### config.mk
export PLATFORM = sky130hd
export DESIGN_NAME = circular_fifo_with_membership_query
export DESIGN_NICKNAME = d
export VERILOG_FILES = /design/src/design/cfmq_pkg.sv /design/src/design/cfmq_ram.sv /design/src/design/circular_fifo_with_membership_query.sv
export SDC_FILE = /design/constraint.sdc
export NUM_CORES = 1
export LEC_CHECK = 0
export ABC_AREA = 1
export BUFFER_PORTS_ARGS = -buffer_cell sky130_fd_sc_hd__buf_2
export CAP_MARGIN = 40
export CELL_PAD_IN_SITES_DETAIL_PLACEMENT = 0
export CELL_PAD_IN_SITES_GLOBAL_PLACEMENT = 2
export CORE_ASPECT_RATIO = 1.4
export CORE_MARGIN = 2
export CORE_UTILIZATION = 30
export DETAILED_ROUTE_END_ITERATION = 8
export GPL_TIMING_DRIVEN = 0
export PLACE_DENSITY = 0.66
export SYNTH_ARGS = -nofsm -noshare
export SYNTH_HDL_FRONTEND = slang
export SYNTH_SLANG_ARGS = --single-unit
### constraint.sdc
create_clock -name clk -period 5.8 [get_ports clk]
set_input_delay 0.58 -clock clk [delete_from_list [all_inputs] [get_ports clk]]
set_output_delay 0.58 -clock clk [all_outputs]
set_load 0.02 [all_outputs]
### src/design/cfmq_pkg.sv
// Shared types, constants and helper functions for the circular FIFO with membership query.
package cfmq_pkg;

    localparam int DEPTH  = 16;
    localparam int DATA_W = 32;
    localparam int IDX_W  = $clog2(DEPTH);
    localparam int CNT_W  = $clog2(DEPTH + 1);
    localparam int CAP_W  = 5;

    typedef logic signed [DATA_W-1:0] word_t;
    typedef logic [IDX_W-1:0]         idx_t;
    typedef logic [CNT_W-1:0]         cnt_t;
    typedef logic [CAP_W-1:0]         cap_t;

    typedef enum logic [1:0] {
        KIND_ENQ   = 2'd0,
        KIND_DEQ   = 2'd1,
        KIND_QUERY = 2'd2
    } kind_t;

    typedef enum logic [1:0] {
        STATUS_OK    = 2'd0,
        STATUS_FULL  = 2'd1,
        STATUS_EMPTY = 2'd2
    } status_t;

    // Clamp the programmed capacity into 1..DEPTH.
    function automatic cnt_t eff_cap(input cap_t cap);
        cnt_t result;
        if (cap == '0) begin
            result = cnt_t'(1);
        end else if ({1'b0, cap} > (CAP_W + 1)'(DEPTH)) begin
            result = cnt_t'(DEPTH);
        end else begin
            result = cnt_t'(cap);
        end
        return result;
    endfunction

    // Step an index around the ring, wrapping at the effective capacity.
    function automatic idx_t advance(input idx_t idx, input cnt_t cap);
        logic [IDX_W:0] n;
        n = {1'b0, idx} + (IDX_W + 1)'(1);
        return ((CNT_W + 1)'(n) >= (CNT_W + 1)'(cap)) ? '0 : n[IDX_W-1:0];
    endfunction

endpackage

### src/design/cfmq_ram.sv
// Simple dual-port synchronous RAM with one write port and one registered read port.
module cfmq_ram #(
    parameter int DATA_W = 32,
    parameter int ADDR_W = 4
) (
    input  logic              clk,
    input  logic              we,
    input  logic [ADDR_W-1:0] waddr,
    input  logic [DATA_W-1:0] wdata,
    input  logic              re,
    input  logic [ADDR_W-1:0] raddr,
    output logic [DATA_W-1:0] rdata
);

    logic [DATA_W-1:0] mem [2**ADDR_W];
    logic [DATA_W-1:0] rdata_reg;

    always_ff @(posedge clk)
    begin
        if (we)
        begin
            mem[waddr] <= wdata;
        end
    end

    // Hold read data until the next read.
    always_ff @(posedge clk)
    begin
        if (re)
        begin
            rdata_reg <= mem[raddr];
        end
    end

    assign rdata = rdata_reg;

endmodule

### src/design/circular_fifo_with_membership_query.sv
// Top level: circular FIFO of signed words with a membership query over a RAM-backed ring.
//
// Input channel (in_valid/in_ready, kind, value) takes one operation per transaction:
// enqueue, dequeue or membership query. Output channel (out_valid/out_ready) returns one
// result per operation: status, read_value, found and occupancy after the operation.
// The configuration channel (cfg_valid/cfg_ready, capacity) sets the queue size (clamped
// to 1..16) and empties the queue; it is taken only while no operation is in flight.
// Entries live in a 16-word RAM with a registered read port. Enqueue, no-op and refused
// operations write their result directly from idle; a dequeue waits for its one RAM read;
// a query reads the stored entries one per cycle through the single read port, and on
// an empty queue it reads nothing. One operation is in flight at a time.
// The result sits in an output register, so a new operation is accepted while the
// previous result is being taken. If the receiver stalls, the finished result holds and
// the block waits before starting the next operation.
// Reset empties the queue and sets capacity to 16; RAM contents are left as they are.
module circular_fifo_with_membership_query (
    input  logic                   clk,
    input  logic                   rst_n,
    input  logic                   in_valid,
    output logic                   in_ready,
    input  logic [1:0]             kind,
    input  logic signed [31:0]     value,
    output logic                   out_valid,
    input  logic                   out_ready,
    output logic [1:0]             status,
    output logic signed [31:0]     read_value,
    output logic                   found,
    output logic [4:0]             occupancy,
    input  logic                   cfg_valid,
    output logic                   cfg_ready,
    input  logic [4:0]             capacity
);

    typedef enum logic [2:0] {
        ST_IDLE = 3'b001,
        ST_DEQ  = 3'b010,
        ST_SCAN = 3'b100
    } state_t;

    state_t              state_reg, state_next;
    cfmq_pkg::cap_t      cap_reg, cap_next;
    cfmq_pkg::idx_t      head_reg, head_next;
    cfmq_pkg::idx_t      tail_reg, tail_next;
    cfmq_pkg::cnt_t      count_reg, count_next;
    cfmq_pkg::idx_t      scan_idx_reg, scan_idx_next;
    cfmq_pkg::cnt_t      scan_left_reg, scan_left_next;
    logic                rd_pending_reg, rd_pending_next;
    logic                hit_reg, hit_next;
    cfmq_pkg::word_t     key_reg, key_next;

    logic                out_valid_reg, out_valid_next;
    cfmq_pkg::status_t   status_reg, status_next;
    cfmq_pkg::word_t     read_value_reg, read_value_next;
    logic                found_reg, found_next;
    cfmq_pkg::cnt_t      occupancy_reg, occupancy_next;

    logic                ram_we;
    cfmq_pkg::idx_t      ram_waddr;
    logic                ram_re;
    cfmq_pkg::idx_t      ram_raddr;
    logic [cfmq_pkg::DATA_W-1:0] ram_rdata;

    cfmq_pkg::cnt_t      cap_eff;
    logic                slot_free;
    logic                in_fire;
    logic                cfg_fire;

    cfmq_ram #(
        .DATA_W (cfmq_pkg::DATA_W),
        .ADDR_W (cfmq_pkg::IDX_W)
    ) u_ram (
        .clk   (clk),
        .we    (ram_we),
        .waddr (ram_waddr),
        .wdata (value),
        .re    (ram_re),
        .raddr (ram_raddr),
        .rdata (ram_rdata)
    );

    assign cap_eff   = cfmq_pkg::eff_cap(cap_reg);
    assign slot_free = !out_valid_reg || out_ready;
    assign in_ready  = (state_reg == ST_IDLE) && slot_free;
    // Hold the configuration write while an operation is taken on the same edge.
    assign cfg_ready = (state_reg == ST_IDLE) && !in_fire;
    assign in_fire   = in_valid && in_ready;
    assign cfg_fire  = cfg_valid && cfg_ready;

    always_comb
    begin
        state_next      = state_reg;
        cap_next        = cap_reg;
        head_next       = head_reg;
        tail_next       = tail_reg;
        count_next      = count_reg;
        scan_idx_next   = scan_idx_reg;
        scan_left_next  = scan_left_reg;
        rd_pending_next = 1'b0;
        hit_next        = hit_reg;
        key_next        = key_reg;

        out_valid_next  = out_valid_reg && !out_ready;
        status_next     = status_reg;
        read_value_next = read_value_reg;
        found_next      = found_reg;
        occupancy_next  = occupancy_reg;

        ram_we    = 1'b0;
        ram_waddr = tail_reg;
        ram_re    = 1'b0;
        ram_raddr = head_reg;

        unique case (state_reg)
            ST_IDLE:
            begin
                if (in_fire)
                begin
                    status_next     = cfmq_pkg::STATUS_OK;
                    read_value_next = '0;
                    found_next      = 1'b0;
                    occupancy_next  = count_reg;
                    unique case (kind)
                        cfmq_pkg::KIND_ENQ:
                        begin
                            out_valid_next = 1'b1;
                            if (count_reg >= cap_eff)
                            begin
                                status_next = cfmq_pkg::STATUS_FULL;
                            end
                            else
                            begin
                                ram_we         = 1'b1;
                                tail_next      = cfmq_pkg::advance(tail_reg, cap_eff);
                                count_next     = count_reg + cfmq_pkg::cnt_t'(1);
                                occupancy_next = count_reg + cfmq_pkg::cnt_t'(1);
                            end
                        end
                        cfmq_pkg::KIND_DEQ:
                        begin
                            if (count_reg == '0)
                            begin
                                out_valid_next = 1'b1;
                                status_next    = cfmq_pkg::STATUS_EMPTY;
                            end
                            else
                            begin
                                ram_re     = 1'b1;
                                head_next  = cfmq_pkg::advance(head_reg, cap_eff);
                                count_next = count_reg - cfmq_pkg::cnt_t'(1);
                                state_next = ST_DEQ;
                            end
                        end
                        cfmq_pkg::KIND_QUERY:
                        begin
                            key_next       = value;
                            scan_idx_next  = head_reg;
                            scan_left_next = count_reg;
                            hit_next       = 1'b0;
                            state_next     = ST_SCAN;
                        end
                        default:
                        begin
                            out_valid_next = 1'b1;
                        end
                    endcase
                end
                else if (cfg_fire)
                begin
                    cap_next   = capacity;
                    head_next  = '0;
                    tail_next  = '0;
                    count_next = '0;
                end
            end
            ST_DEQ:
            begin
                // Read data is held by the RAM until the output slot frees up.
                if (slot_free)
                begin
                    out_valid_next  = 1'b1;
                    read_value_next = ram_rdata;
                    occupancy_next  = count_reg;
                    state_next      = ST_IDLE;
                end
            end
            ST_SCAN:
            begin
                if (rd_pending_reg && (cfmq_pkg::word_t'(ram_rdata) == key_reg))
                begin
                    hit_next = 1'b1;
                end
                if (scan_left_reg != '0)
                begin
                    ram_re          = 1'b1;
                    ram_raddr       = scan_idx_reg;
                    rd_pending_next = 1'b1;
                    scan_idx_next   = cfmq_pkg::advance(scan_idx_reg, cap_eff);
                    scan_left_next  = scan_left_reg - cfmq_pkg::cnt_t'(1);
                end
                else if (!rd_pending_reg && slot_free)
                begin
                    out_valid_next = 1'b1;
                    found_next     = hit_reg;
                    occupancy_next = count_reg;
                    state_next     = ST_IDLE;
                end
            end
            default:
            begin
                state_next = ST_IDLE;
            end
        endcase
    end

    always_ff @(posedge clk or negedge rst_n)
    begin
        if (!rst_n)
        begin
            state_reg      <= ST_IDLE;
            cap_reg        <= cfmq_pkg::cap_t'(cfmq_pkg::DEPTH);
            head_reg       <= '0;
            tail_reg       <= '0;
            count_reg      <= '0;
            scan_left_reg  <= '0;
            rd_pending_reg <= 1'b0;
            out_valid_reg  <= 1'b0;
        end
        else
        begin
            state_reg      <= state_next;
            cap_reg        <= cap_next;
            head_reg       <= head_next;
            tail_reg       <= tail_next;
            count_reg      <= count_next;
            scan_left_reg  <= scan_left_next;
            rd_pending_reg <= rd_pending_next;
            out_valid_reg  <= out_valid_next;
        end
    end

    always_ff @(posedge clk)
    begin
        scan_idx_reg   <= scan_idx_next;
        hit_reg        <= hit_next;
        key_reg        <= key_next;
        status_reg     <= status_next;
        read_value_reg <= read_value_next;
        found_reg      <= found_next;
        occupancy_reg  <= occupancy_next;
    end

    assign out_valid  = out_valid_reg;
    assign status     = status_reg;
    assign read_value = read_value_reg;
    assign found      = found_reg;
    assign occupancy  = occupancy_reg;

endmodule

=== Yosys cells after proc, flatten, opt, wreduce, memory -nomap -nowiden ===
Memories as Yosys holds them, arrays and structs flattened. A register that Yosys moved wholly into a read port is not among the register bits.
Cells that the tools add are included.

* Memories kept: 1
* RAM bits: 512
* Output and inout port bits: 43
* Register bits: 105
* Input port bits: 44

* Bitwise logic cells: 1
* Equal/unequal tests: 21
* Reductions and logical operators: 32
* Mux-type cells: 73
* Add/subtract/negate cells: 6
* Order comparisons: 5

{| class="wikitable"
|+ Memory list
! name !! depth !! bits a word !! rd ports !! clocked after Yosys merged registers in !! write ports !! line !! source
|-
| u_ram.mem || 16 || 32 || 1 || 1 || 1 || cfmq_ram.sv:15 || <nowiki>logic [DATA_W-1:0] mem [2**ADDR_W];</nowiki>
|}

{| class="wikitable"
|+ Operators by type and width
! operator !! number
|-
| $mux 5 || 14
|-
| $mux 32 || 2
|-
| $pmux 32 s2 || 1
|-
| $mux 4 || 15
|-
| $eq 32x32->1 || 1
|-
| $reduce_and 4->1 || 6
|-
| $mux 1 || 23
|-
| $ge 5x5->1 || 4
|-
| $pmux 5 s2 || 2
|-
| $ne 2x2->1 const B || 8
|-
| $add 4x1->5 const B || 3
|-
| $mux 3 || 5
|-
| $pmux 5 s3 || 1
|-
| $logic_not 5->1 || 2
|-
| $sub 5x1->5 const B || 2
|-
| $pmux 3 s3 || 1
|-
| $reduce_and 3->1 || 3
|-
| $pmux 1 s2 || 4
|-
| $pmux 4 s2 || 1
|-
| $logic_and 1x1->1 || 7
|-
| $ne 2x1->1 const B || 3
|-
| $ne 3x1->1 const B || 2
|-
| $ne 3x3->1 const B || 2
|-
| $pmux 3 s2 || 1
|-
| other kinds (20) || 25
|}

=== Longest topological paths before layout ===
* Word-level depth: 10
* Depth in mapped cells: 16
* Mapped depth without buffers: 13

=== Modules after synthesis ===
A second synthesis with hierarchy kept.

* Cells, all modules: 2746
* Area, all modules: 28702.5 um2

{| class="wikitable"
|+ Modules (own cells, without submodules)
! module !! area each (um2) !! times used !! cells each
|-
| cfmq_ram || 23050.9 || 1 || 2120
|-
| circular_fifo_with_membership_query || 5651.7 || 1 || 626
|}

=== Worst setup path after synthesis ===
No wires, ideal clock.

* Kind: register -> register
* From: register cap_reg[0]
* To: memory u_ram.mem[3][0] (enable)
* Path slack: 0.796 ns
* Stages on the path, launching flop included: 10
* Data arrival time: 4.542 ns
* Path buffers: 0
* Cells stage by stage: dfrtp_1 > or4_1 > o21ai_0 > ha_1 > nor2_1 > nor2_1 > nand3b_1 > nor3_4 > inv_1 > nor3_1

* Cells in the longest elaborated chain, start to end: 10

{| class="wikitable"
|+ Ends and longest elaborated chain
! element !! line !! source
|-
| from (decl) || circular_fifo_with_membership_query.sv:41 || <nowiki>cfmq_pkg::cap_t cap_reg, cap_next;</nowiki>
|-
| from (signal assigned) || circular_fifo_with_membership_query.sv:220 || <nowiki>cap_reg <= cfmq_pkg::cap_t'(cfmq_pkg::DEPTH);</nowiki>
|-
| from (signal assigned) || circular_fifo_with_membership_query.sv:231 || <nowiki>cap_reg <= cap_next;</nowiki>
|-
| $gt 5x5->1 || cfmq_pkg.sv:32 || <nowiki>end else if ({1'b0, cap} > (CAP_W + 1)'(DEPTH)) begin</nowiki>
|-
| $mux 5 || cfmq_pkg.sv:32 ||
|-
| $mux 5 * || cfmq_pkg.sv:30 || <nowiki>if (cap == '0) begin</nowiki>
|-
| $ge 5x5->1 * || circular_fifo_with_membership_query.sv:126 || <nowiki>if (count_reg >= cap_eff)</nowiki>
|-
| $mux 1 * || circular_fifo_with_membership_query.sv:126 ||
|-
| $mux 1 * || circular_fifo_with_membership_query.sv:122 || <nowiki>unique case (kind)</nowiki>
|-
| $mux 1 * || circular_fifo_with_membership_query.sv:116 || <nowiki>if (in_fire)</nowiki>
|-
| $mux 1 * || circular_fifo_with_membership_query.sv:113 || <nowiki>unique case (state_reg)</nowiki>
|-
| $mux 1 * || cfmq_ram.sv:20 || <nowiki>if (we)</nowiki>
|-
| $mux 1 (not written as such) * || cfmq_ram.sv:22 || <nowiki>mem[waddr] <= wdata;</nowiki>
|-
| to (decl) || cfmq_ram.sv:15 ||
|}

Mark *: on every way between the ends. The rest lies on a longest branch, timed or not.

=== Final worst setup path ===
* From: register cap_reg[0]
* To: memory u_ram.mem[15][14] (enable)

The elaborated chain is that of the path after synthesis.

==> results.md <==
* Setup TNS at 0 ns
* Crit path capture type: register
* Power Dens Cells at 409 nW/um2
* Die height at 371 um
* Worst-path clk slew at approximately 0.05 ns
* #FFs+latches synth at about 650
* Chip width at 266 um
* Startpoint types: register
* Slowest CP cell: nor3_2
* Clock skew at 0.0253 ns
* Avg Inst Size Synth at 10.7 um2
* Worst-Skew Late Latency at 0.65 ns
* Max_cap viols at 0
* Sequential share of the synthesized area at 67.0%
* Arr. time, crit path at 5.09 ns
* Cell count after synthesis at 2696
* Clk sinks at 649
* Detailed Place HPWL at roughly 70000 um
* Initial antenna violation count at 3
* CTS tree: built
* # fillers at 9459
* Rel. slew slack at about two fifths
* Vias/cell at 4.71
* Final non-filler cell total at 4167
* Top cells by count, synth: edfxtp_1, nand3_1, nand2_1, inv_1, nand3b_1
* Area contributors post-synth: edfxtp_1, nand3_1, nand2_1
* Share of cells above drive strength 1 at 11.4%
* Tot Pwr at 13.8 mW
* IO Pins at 87
* Post-synth EDFFs at 621
* CTS buffer count at 70
* Core area at 95400 um2
* Placed Instance Area at 31500 um2
* Initial core utilization at ~30%
* Vias in the first global route at roughly 19000
* GP Congestion at 0.828
* Max VDD drop at between 0.00015 and 0.0002 V
* Number of flip-flops under the largest register name at between 500 and 600
* Main flop type after synthesis: edfxtp_1
* Largest net degree at the start of global routing at 29
* WS Path Type: register to register
* Port Buffers at 86
* Total Die Area at 98800 um2
* Syn Nets at 2773
* Hold Crit Start: capacity[2]
* Setup crit start: cap_reg[0]
* Setup WS post-layout at 1.03 ns
* Period minus WS final at 4.77 ns
* WHS at about 0.14 ns
* Yosys synthesis warning count at 0
* CP delay by family, top: simple AND/OR/NAND/NOR gates
* Outcome: complete, no violations
* Post-synth top area share at 64.6%
* GRT overflow at 0
* Unrepaired setup endpoints after global routing: no
* First-pass GRT wire length at approximately 140000 um
* Synth-to-layout area growth at 17.2%
* Fin. Hold Viols at 0
* Final worst path period share at 82.2%
* Placement Setup Slack at 0.976 ns
* 1st-iter DRT viols at 1641
* Max Transition Viols Final at 0
* Crit-path cells: or4_1 -> o21ai_0 -> ha_1 -> nor2_1 -> nor2_1 -> nand3b_1 -> nor3_4 -> inv_1 -> nor3_2 -> buf_4 -> buf_4
* Clk Tree Root Cell: clkbuf_16
* Post-route core utilization at 35.5%
* Tightest Hold Check Type: primary input to register
* Residual DRC at 0
* Post_cts resized at 0
* WL/cell at 22.9 um
* Fin area at 33800 um2
* Clock Tree Buf Depth at 3
* Leading area contributor after synthesis: edfxtp_1
* Asr flop ratio synth at 4.31%
* Initial DRT Pass Iterations at 5
* Reg with most FFs: u_ram.mem
* Slew @ Worst Pin at around 0.92 ns
* Nets at roughly 3000
* Num rows at 134
* Detail Route Antenna Nets at 0
* Buffer and inverter count on the worst path at 3
* Number of distinct library cells after synthesis at 42
* Synthesized cell area at around 29000 um2
* All-Layer GR Usage at about a fifth
* Critical Path Fanout Max at 10
* # setup viols final at 0
* CP max stage delay at 0.72 ns
* Peak Freq at 210 MHz
* DP Cell Count at 4041
* Via count at 19600
* H-tree depth at 3
* Most common cell in the netlist: edfxtp_1
* Critical Path RT at 6.13 ns
* Leakage at between 10 and 15 nW
* R2r startpoint: cap_reg[0]
* Drt total wl at 95600 um
## layout by cell type (no fill, tap or decap), types with 2 or more instances in the layout
| cell type | netlist | routed |
|---|---|---|
| clkinv_1 | 2 | 19 |
| clkbuf_16 | 0 | 73 |
| dfrtp_1 | 26 | 26 |
| bufinv_16 | 0 | 10 |
| buf_6 | 2 | 10 |
| nor2_4 | 2 | 15 |
| buf_2 | 66 | 152 |
| a21oi_1 | 15 | 15 |
| inv_1 | 508 | 508 |
| nand2_2 | 3 | 3 |
| buf_16 | 0 | 4 |
| nand3_1 | 535 | 535 |
| o21ai_4 | 0 | 2 |
| clkinv_2 | 0 | 7 |
| xor2_1 | 21 | 21 |
| nor2_1 | 81 | 68 |
| nor3_1 | 12 | 8 |
| o21ai_0 | 36 | 34 |
| o21ai_2 | 2 | 2 |
| clkinv_8 | 0 | 2 |
| buf_1 | 6 | 6 |
| edfxtp_1 | 621 | 621 |
| nor2_2 | 3 | 3 |
| o211ai_1 | 3 | 3 |
| dfstp_2 | 2 | 2 |
| nand2_1 | 527 | 527 |
| nand3b_1 | 98 | 98 |
| buf_12 | 0 | 12 |
| inv_2 | 3 | 3 |
| o21ai_1 | 3 | 3 |
| nor3_4 | 2 | 2 |
| nand4_1 | 11 | 11 |
| buf_4 | 14 | 25 |
| ha_1 | 33 | 33 |
| o22ai_1 | 2 | 2 |
| xnor2_1 | 4 | 4 |
| nor3_2 | 0 | 4 |
| a31oi_1 | 2 | 2 |
| clkbuf_1 | 40 | 53 |
## tightest hold or removal path: cells and delay by family
family | cells | cell delay [ns]
AND/OR/NAND/NOR | 2 | 0.09
buffers and inverters | 1 | 0.08
## metal layers
metal  vias up  wire (um)  global-route usage, %
met1      9605      37400                   22.5
li1       9348          -                      -
met4         0       4720                   9.46
met5         -          0                      0
met2       510      49600                   35.4
met3       169       3870                   2.62
## worst paths after layout
path | cells after the start | to | slack [ns]
worst min-delay path | 3 | cap_reg[2] | 0.14
worst min register to register | 2 | cap_reg[1] | 0.51
worst max-delay path | 11 | u_ram.mem[15][14] | 1.03
max in group asynchronous | 2 | out_valid | 4.76
worst max register to register | 11 | u_ram.mem[15][14] | 1.03
min in group asynchronous | 2 | ram_waddr[0] | 0.53
## cell families (layout without fill, tap and decap cells)
| group | Yosys count | count (layout) | share of synthesized area [%] |
|---|---|---|---|
| adders and majority gates | 33 | 33 | 1.43 |
| DFF | 649 | 649 | 67.0 |
| xor gates and xnor gates | 25 | 25 | 0.758 |
| buffers and inverters | 641 | 887 | 8.85 |
| and+or+nand+nor | 1277 | 1277 | 20.6 |
| AOI/OAI and AO/OA | 71 | 71 | 1.38 |
| other | 0 | 1 | 0 |
## repair_timing
action                    CTS  global route
hold endpoints to repair   23             0
buffers inserted            0             0
hold buffers                1             0
## report_power, final
part | total [mW] | internal, mW | switching (mW)
Clock | 4.65 | 2.74 | 1.91
Combinational | 3.52 | 0.981 | 2.54
Sequential | 5.66 | 5.51 | 0.144
Total | 13.8 | 9.24 | 4.59
## area by class of cell
class | instances | area, um2 | area share (%)
sequential | 649 | 19400 | 57.2
clock inverter | 38 | 449 | 1.33
buffer | 128 | 631 | 1.86
clock buffer | 86 | 1880 | 5.54
antenna | 1 | 2.50 | 0.00739
timing repair buffer | 122 | 963 | 2.85
multi-input combinational | 1406 | 7110 | 21.0
inverter | 513 | 1930 | 5.69
tap | 1224 | 1530 | 4.53
Note: power is estimated with default switching activity, not from simulation.
